`src/hdl/rssq_pkg.sv`:
```
`timescale 1ns / 1ps
`default_nettype none
package rssq_pkg;

  localparam int MAX_PIXELS   = 16384;
  localparam int MAX_CHANNELS = 32;
  localparam int SAMPLE_W     = 16;
  localparam int PIX_W        = $clog2(MAX_PIXELS);
  localparam int CH_W         = $clog2(MAX_CHANNELS);
  localparam int NCH_W        = 6;
  localparam int NPIX_W       = 15;
  localparam int CFG_W        = 15;
  localparam int PROD_W       = 2 * SAMPLE_W;
  localparam int SQ_W         = 2 * SAMPLE_W - 1;
  localparam int SUM_W        = 37;
  localparam int RAD_W        = 38;
  localparam int MAG_W        = 19;
  localparam int ROOT_STEPS   = RAD_W / 2;
  localparam int STEP_W       = 5;
  localparam int REM_W        = MAG_W + 3;
  localparam int IN_W         = 2 * SAMPLE_W;
  localparam int OUT_W        = 24;

  typedef enum logic {
    REG_NUM_CHANNELS = 1'b0,
    REG_NUM_PIXELS   = 1'b1
  } cfg_reg_t;

  typedef struct packed {
    logic accept;
    logic square;
    logic accum;
    logic root_step;
    logic out_load;
  } rssq_cmd_t;

  typedef struct packed {
    logic last_channel;
    logic root_last;
    logic out_busy;
  } rssq_status_t;

endpackage
`default_nettype wire

```
`src/hdl/rssq_ctrl.sv`:
```
`timescale 1ns / 1ps
`default_nettype none
module rssq_ctrl import rssq_pkg::*; (
  input  wire logic         clk,
  input  wire logic         rst,
  input  wire logic         in_valid,
  output logic              in_ready,
  input  wire rssq_status_t status,
  output rssq_cmd_t         cmd
);

  typedef enum logic [2:0] {
    S_IDLE,
    S_SQUARE,
    S_ACCUM,
    S_ROOT,
    S_FINISH
  } state_t;

  state_t state;

  assign in_ready = (state == S_IDLE);

  always_comb begin
    cmd           = '0;
    cmd.accept    = (state == S_IDLE) && in_valid;
    cmd.square    = (state == S_SQUARE);
    cmd.accum     = (state == S_ACCUM);
    cmd.root_step = (state == S_ROOT);
    cmd.out_load  = (state == S_FINISH) && !status.out_busy;
  end

  always_ff @(posedge clk) begin
    if (rst) begin
      state <= S_IDLE;
    end else begin
      case (state)
        S_IDLE: begin
          if (in_valid) state <= S_SQUARE;
        end
        S_SQUARE: state <= S_ACCUM;
        S_ACCUM: begin
          state <= status.last_channel ? S_ROOT : S_IDLE;
        end
        S_ROOT: begin
          if (status.root_last) state <= S_FINISH;
        end
        S_FINISH: begin
          // wait for the output register to free up
          if (!status.out_busy) state <= S_IDLE;
        end
        default: state <= S_IDLE;
      endcase
    end
  end

endmodule
`default_nettype wire

```
`config.mk`:
```
export PLATFORM = sky130hd
export DESIGN_NAME = rssq_ctrl
export DESIGN_NICKNAME = d
export VERILOG_FILES = /design/src/hdl/rssq_pkg.sv /design/src/hdl/rssq_ctrl.sv
export SDC_FILE = /design/constraint.sdc
export NUM_CORES = 1
export LEC_CHECK = 0
export ABC_AREA = 1
export BUFFER_PORTS_ARGS = -buffer_cell sky130_fd_sc_hd__buf_2
export CAP_MARGIN = 0
export CORE_AREA = 8 8 45 47
export CTS_CLUSTER_SIZE = 8
export DETAILED_ROUTE_END_ITERATION = 6
export DIE_AREA = 0 0 53 55
export GPL_TIMING_DRIVEN = 0
export SYNTH_ARGS = -nofsm -noshare
export SYNTH_HDL_FRONTEND = slang
export SYNTH_SLANG_ARGS = --single-unit
```
`constraint.sdc`:
```
create_clock -name clk -period 2.28 [get_ports clk]
set_clock_uncertainty 0.2 [all_clocks]
set_input_delay 0.228 -clock clk [delete_from_list [all_inputs] [get_ports clk]]
set_output_delay 0.228 -clock clk [all_outputs]
set_load 0.02 [all_outputs]
```
==> flow_summary_export.csv, run 1 <==
group,metric,value,unit
clock_network,cts.sink_count,3,
sta,finalHoldViolations,0,
clock_network,cts_inserted_buffers,3,
synthesis,post-synth-top-area-cell,"sky130_fd_sc_hd__dfxtp_1",
power_and_ir_drop,power.internal,0.000222,W
sta,grt_setup_unrepaired,"no",
setup_path,regToRegSetupSlack,1.07,ns
setup_path,critPathArrivalTime,1.18,ns
sta,tightestPinTransition,0.235,ns
worst_hold_path,holdPathStages,4,
cells_and_area,layout_common_cells,"sky130_fd_sc_hd__buf_2 (11), sky130_fd_sc_hd__inv_1 (7), sky130_fd_sc_hd__nor2_1 (6), sky130_fd_sc_hd__nand2_1 (6), sky130_fd_sc_hd__nand3_1 (4)",
synthesis,ys_ff_latch,3,
route,vias_per_cell,3.88,
cells_and_area,flow.area_growth_from_synthesis,47.1,%
cells_and_area,fraction_of_final_layout_cells_with_drive_strength_greater_than_1,42.9,%
floorplan,chipHeight,55,um
cells_and_area,regMostFlops,"state",
sta,fmax,0.623,GHz
sta,max_slew_margin,84.3,%
sta,final.period_utilization,70.4,%
status,status,"complete, no violations",
clock_network,worst_setup_hold_path_clk_slew,0.04,ns
clock_network,post_cts.resized_instances,0,
synthesis,yosys.area.top_type_share,27.9,%
synthesis,synthDistinctLibCells,11,
clock_network,post_cts_buffers,0,
clock_network,clockRootBuffer,"sky130_fd_sc_hd__clkbuf_4",
power_and_ir_drop,static-leakage-power,0.192,nW
placement,routability_congestion,0.694,
route,drc_errors,0,
sta,post-route-min-period,1.61,ns
setup_path,critPathLaunchType,"register",
power_and_ir_drop,peakVddDrop,290,uV
floorplan,initial_core_util,15.6,%
route,initialDrtViolationCount,4,
route,drt_wl_total,526,um
route,detailroute.via_count,252,
clock_network,h-tree-depth,1,
cells_and_area,utilization,22.9,%
floorplan,design.portCount,12,
route,ant_nets_after_route,0,
power_and_ir_drop,proportion_of_power_drawn_by_flip_flops_and_latches,23.9,%
floorplan,core_area,0.00138,mm^2
sta,report.final.setup_viol,0,
setup_path,crit_fanout,4,
cells_and_area,biggestRegsByFlops,"state x3",
floorplan,die_area,0.00292,mm^2
placement,post_dp_cell_area,290,um^2
synthesis,ys.warnings.count,0,
placement,io_buffers,11,
floorplan,floorplan.die.width,53,um
clock_network,hold_buffers,0,
cells_and_area,n_fill_cell,165,
cells_and_area,fin_nets,56,
power_and_ir_drop,switching_share,48.9,%
route,drt-wirelength-per-cell,8.09,um
synthesis,postSynthCellCount,34,
cells_and_area,final_cell_area,317,um^2
worst_hold_path,hold_path.class,"input pin to register",
route,detailedRoute.firstPassIterationCount,4,
clock_network,clk_path_buf_depth,2,
setup_path,worstSetupEndpointType,"primary output",
global_routing,antenna_found_initial,0,
sta,tns,0,ns
setup_path,reg2reg_depth,6,
placement,dp_hpwl,456,um
global_routing,grt_first_pass_wirelength,910,um
power_and_ir_drop,p_comb_share,55.2,%
synthesis,yosys-top-cells-area,"sky130_fd_sc_hd__dfxtp_1 (28%), sky130_fd_sc_hd__inv_1 (12%), sky130_fd_sc_hd__nand2_1 (10%)",
synthesis,post_synth.cell_area_avg,6.33,um^2
global_routing,grt_max_degree,6,
power_and_ir_drop,power.switching,0.000213,W
global_routing,number_of_global_route_vias_before_repair,242,
power_and_ir_drop,cellPowerDensity,1370,mW/mm^2
synthesis,synth_seq_area_share,27.9,%
global_routing,grt_overflow,0,
cells_and_area,layout.cells.most_common,"sky130_fd_sc_hd__buf_2",
clock_network,clock_tree_from_tritoncts,"yes",
cells_and_area,antennaDiodeCount,0,
global_routing,grt_usage,4.59,%
sta,final_max_slew_viol_count,0,
synthesis,netlist_area_pre_place,215,um^2
setup_path,worst-setup-path-type,"register to primary output",
power_and_ir_drop,clockPowerShare,20.9,%
setup_path,worstPathRequired,1.85,ns
flow_run,drv_cap,0,
synthesis,mappedNetlistNets,40,
clock_network,clock_latency_at_the_later_pin_of_the_worst_skew_pair,0.23,ns
cells_and_area,number_of_flip_flops_in_the_largest_register,3,
floorplan,rows,14,
[worst max-delay path: stages (launching register included)]
cell and delay [ns]:
sky130_fd_sc_hd__dfxtp_1 0.44, sky130_fd_sc_hd__inv_2 0.09, sky130_fd_sc_hd__nor4_1 0.22, sky130_fd_sc_hd__buf_2 0.21
[logic make-up after synthesis]
logic type	count (synthesis)	share of synthesized area (%)
DFF	3	27.9
and+or+nand+nor	23	58.1
buffers and inverters	8	14.0
[cell type report]
cell class	count	area, um^2	share of cell area (%)
clock buffer	4	26.3	8.30
sequential	3	60.1	19.0
timing repair buffer	11	55.1	17.4
inverter	8	30.0	9.49
tap	16	20.0	6.32
multi-input combinational	23	125	39.5
[synth_stat cells]
cell type and count:
sky130_fd_sc_hd__nor2_4 1, sky130_fd_sc_hd__nand2_2 2, sky130_fd_sc_hd__nor4_1 1, sky130_fd_sc_hd__nand3_2 2, sky130_fd_sc_hd__inv_1 7, sky130_fd_sc_hd__dfxtp_1 3
sky130_fd_sc_hd__inv_2 1, sky130_fd_sc_hd__nor3_2 1, sky130_fd_sc_hd__nand2_1 6, sky130_fd_sc_hd__nor2_1 6, sky130_fd_sc_hd__nand3_1 4
[stage by stage]
step / setup WS (ns) / instances / power [W] / hold slack, ns
2_1_floorplan: 0.675 / 34 / 0.000281 / 0.193
3_3_place_gp: 0.915 / 61 / 0.000347 / 0.294
6_report: 0.674 / 65 / 0.000435 / 0.0637
5_1_grt: 0.564 / 65 / 0.000487 / 0.0703
3_5_place_dp: 0.898 / 61 / 0.000348 / 0.306
4_1_cts: 0.644 / 65 / 0.000446 / 0.0579
[path summary, 6_finish.rpt]
kind,end,startpoint
setup / recovery,cmd[0],state[2]
hold / removal,state[0],rst
setup reg to reg,state[0],state[0]
hold reg to reg,state[0],state[1]
[routing by layer]
layer	track usage [%]	up-vias	wire (um)
li1	-	134	-
met5	0	-	0
met3	4.81	0	86
met4	3.88	0	0
met1	3.79	110	211
met2	6.25	8	229
[power groups by stage]
stage / registers [W] / logic [W] / clock network (W)
floorplan: 0.0000998 / 0.000181 / 0
global placement: 0.000105 / 0.000242 / 0
detailed placement: 0.000105 / 0.000243 / 0
CTS: 0.000105 / 0.000243 / 0.0000979
global route: 0.000107 / 0.000272 / 0.000108
finish: 0.000104 / 0.000240 / 0.0000908
Power figures use the tool's default switching activity.
==> run 2: changes to the inputs <==
Clock period 2.28 ns to 1.6 ns, I/O delays scaled along.
==> run 2 against run 1 <==
Compared with the run above:
- sequential power rose by 48%
- count of clock-buffer cells in the layout did not move
- register-to-register slack got worse by 0.70 ns
- via count rose by 2.4%
==> flow_summary_export.csv, run 2 (same netlist as run 1, synthesis figures left out) <==
group,metric,value,unit
placement,dp_hpwl,456,um
sta,final_max_slew_viol_count,0,
flow_run,drv_cap,0,
sta,fmax,0.677,GHz
cells_and_area,utilization,23.9,%
worst_hold_path,hold_path.class,"input pin to register",
worst_hold_path,holdPathStages,5,
power_and_ir_drop,cellPowerDensity,1910,mW/mm^2
global_routing,number_of_global_route_vias_before_repair,251,
setup_path,regToRegStartpoint,"state[0]",
setup_path,timing.critical_path.slowest_cell_delay,0.35,ns
power_and_ir_drop,power.internal,0.000324,W
global_routing,grt_max_degree,6,
route,detailroute.via_count,258,
status,status,"complete, no violations",
cells_and_area,number_of_flip_flops_in_the_largest_register,3,
setup_path,worst-setup-path-type,"register to primary output",
cells_and_area,flow.area_growth_from_synthesis,53.5,%
setup_path,reg2reg_depth,7,
setup_path,worst_path_max_delay_cell,"sky130_fd_sc_hd__dfxtp_1",
power_and_ir_drop,peakVddDrop,448,uV
global_routing,grt_first_pass_wirelength,938,um
sta,max_slew_margin,86.0,%
sta,grt_setup_unrepaired,"no",
cells_and_area,fraction_of_final_layout_cells_with_drive_strength_greater_than_1,46.0,%
sta,tns,0,ns
clock_network,worst_setup_hold_path_clk_slew,0.04,ns
clock_network,cts_inserted_buffers,3,
setup_path,crit_fanout,5,
sta,post-route-min-period,1.48,ns
route,drt-wirelength-per-cell,8.20,um
placement,routability_congestion,0.694,
sta,finalHoldViolations,0,
global_routing,grt_usage,4.70,%
worst_hold_path,hold-path-endpoint,"state[1]",
setup_path,buffer_and_inverter_count_on_the_worst_path,1,
route,ant_nets_after_route,0,
floorplan,floorplan.die.width,53,um
cells_and_area,layout.cells.most_common,"sky130_fd_sc_hd__buf_2",
power_and_ir_drop,p_comb_share,55.2,%
cells_and_area,final_cell_area,330,um^2
power_and_ir_drop,proportion_of_power_drawn_by_flip_flops_and_latches,24.4,%
clock_network,clk_path_buf_depth,2,
cells_and_area,biggestRegsByFlops,"state x3",
power_and_ir_drop,clockPowerShare,20.5,%
route,drt_wl_total,541,um
setup_path,timing.critical_path.cells,"nor2_2, nand2_1, nor2_1, buf_2",
placement,post_dp_cell_area,290,um^2
floorplan,design.portCount,12,
power_and_ir_drop,power.switching,0.000308,W
setup_path,critPathLaunchType,"register",
cells_and_area,fin_nets,57,
cells_and_area,regMostFlops,"state",
power_and_ir_drop,switching_share,48.7,%
sta,holdWs,0.0555,ns
cells_and_area,n_fill_cell,168,
clock_network,cts.sink_count,3,
route,drc_errors,0,
sta,tightestPinTransition,0.208,ns
route,vias_per_cell,3.91,
floorplan,core_area,0.00138,mm^2
cells_and_area,antennaDiodeCount,0,
clock_network,post_cts_buffers,0,
setup_path,worstPathRequired,1.24,ns
worst_hold_path,worst_hold_path_startpoint,"status[2]",
setup_path,worstSetupEndpointType,"primary output",
global_routing,grt_overflow,0,
power_and_ir_drop,static-leakage-power,0.197,nW
floorplan,die_area,0.00292,mm^2
clock_network,h-tree-depth,1,
clock_network,clockRootBuffer,"sky130_fd_sc_hd__clkbuf_4",
floorplan,rows,14,
setup_path,critPathArrivalTime,1.12,ns
sta,report.final.setup_viol,0,
clock_network,clock_latency_at_the_later_pin_of_the_worst_skew_pair,0.23,ns
setup_path,worst_path_dominant_cell_family,"simple AND/OR/NAND/NOR gates",
setup_path,regToRegSetupSlack,0.37,ns
cells_and_area,layout_common_cells,"sky130_fd_sc_hd__buf_2 (11), sky130_fd_sc_hd__inv_1 (7), sky130_fd_sc_hd__nand2_1 (6), sky130_fd_sc_hd__nor2_1 (5), sky130_fd_sc_hd__nand3_1 (4)",
clock_network,clock_tree_from_tritoncts,"yes",
power_and_ir_drop,fin_total_pwr,0.000632,W
floorplan,initial_core_util,15.6,%
setup_path,worstReg2RegEnd,"state[0]",
global_routing,antenna_found_initial,0,
route,detailedRoute.firstPassIterationCount,4,
floorplan,chipHeight,55,um
placement,io_buffers,11,
sta,final.period_utilization,92.3,%
route,initialDrtViolationCount,4,
## run 2: worst max path at each step
| stage | from | endpoint | slack, ns | cells past startpoint |
|---|---|---|---|---|
| 4_1_cts | state[2] | cmd[0] | 0.03 | 3 |
| 3_5_place_dp | state[2] | cmd[0] | 0.29 | 3 |
| 2_1_floorplan | state[2] | cmd[0] | 0.06 | 2 |
| 3_3_place_gp | state[2] | cmd[0] | 0.30 | 3 |
| 5_1_grt | state[0] | cmd[4] | 0.02 | 4 |
| 6_report | state[0] | cmd[4] | 0.12 | 4 |
## run 2: cell type report
type	count	area [um^2]	share of cell area, %
multi-input combinational	23	128	38.6
timing repair buffer	12	65.1	19.7
sequential	3	61.3	18.6
inverter	8	30.0	9.09
clock buffer	4	26.3	7.95
tap	16	20.0	6.06
## run 2: stage by stage
step / worst slack (ns) / instances
global placement: 0.303 / 61
floorplan: 0.0633 / 34
detailed placement: 0.286 / 61
finish: 0.122 / 66
CTS: 0.0317 / 66
global route: 0.0213 / 66
## run 2: routing by layer
layer	global-route usage (%)	vias to the layer above	share of wire, %
met3	4.81	0	16
met2	6.64	8	45
met1	3.79	114	40
li1	-	136	-
met4	3.88	0	0
met5	0	-	0
## run 2: worst reg2reg max path, stage by stage, from the launching register on
cell	delay (ns)
sky130_fd_sc_hd__dfxtp_1	0.42
sky130_fd_sc_hd__nand2_2	0.09
sky130_fd_sc_hd__nor2_4	0.11
sky130_fd_sc_hd__nand2_2	0.08
sky130_fd_sc_hd__nand3_2	0.08
sky130_fd_sc_hd__nand2_1	0.05
sky130_fd_sc_hd__nand2_1	0.05
sky130_fd_sc_hd__nor2_1	0.03
## run 2: power by group through the flow
stage                     sequential [W]  combinational, W  clock (W)
after floorplan                 0.000142          0.000258          0
after global placement          0.000150          0.000345          0
after detailed placement        0.000150          0.000346          0
after global routing            0.000158          0.000394   0.000154
final                           0.000154          0.000349   0.000129
after CTS                       0.000149          0.000348   0.000139
## run 2: repair_timing
action                     4_1_cts  5_1_grt
setup endpoints to repair        0        2
hold buffers                     1        0
hold endpoints to repair         2        0
gates resized for setup          0        2
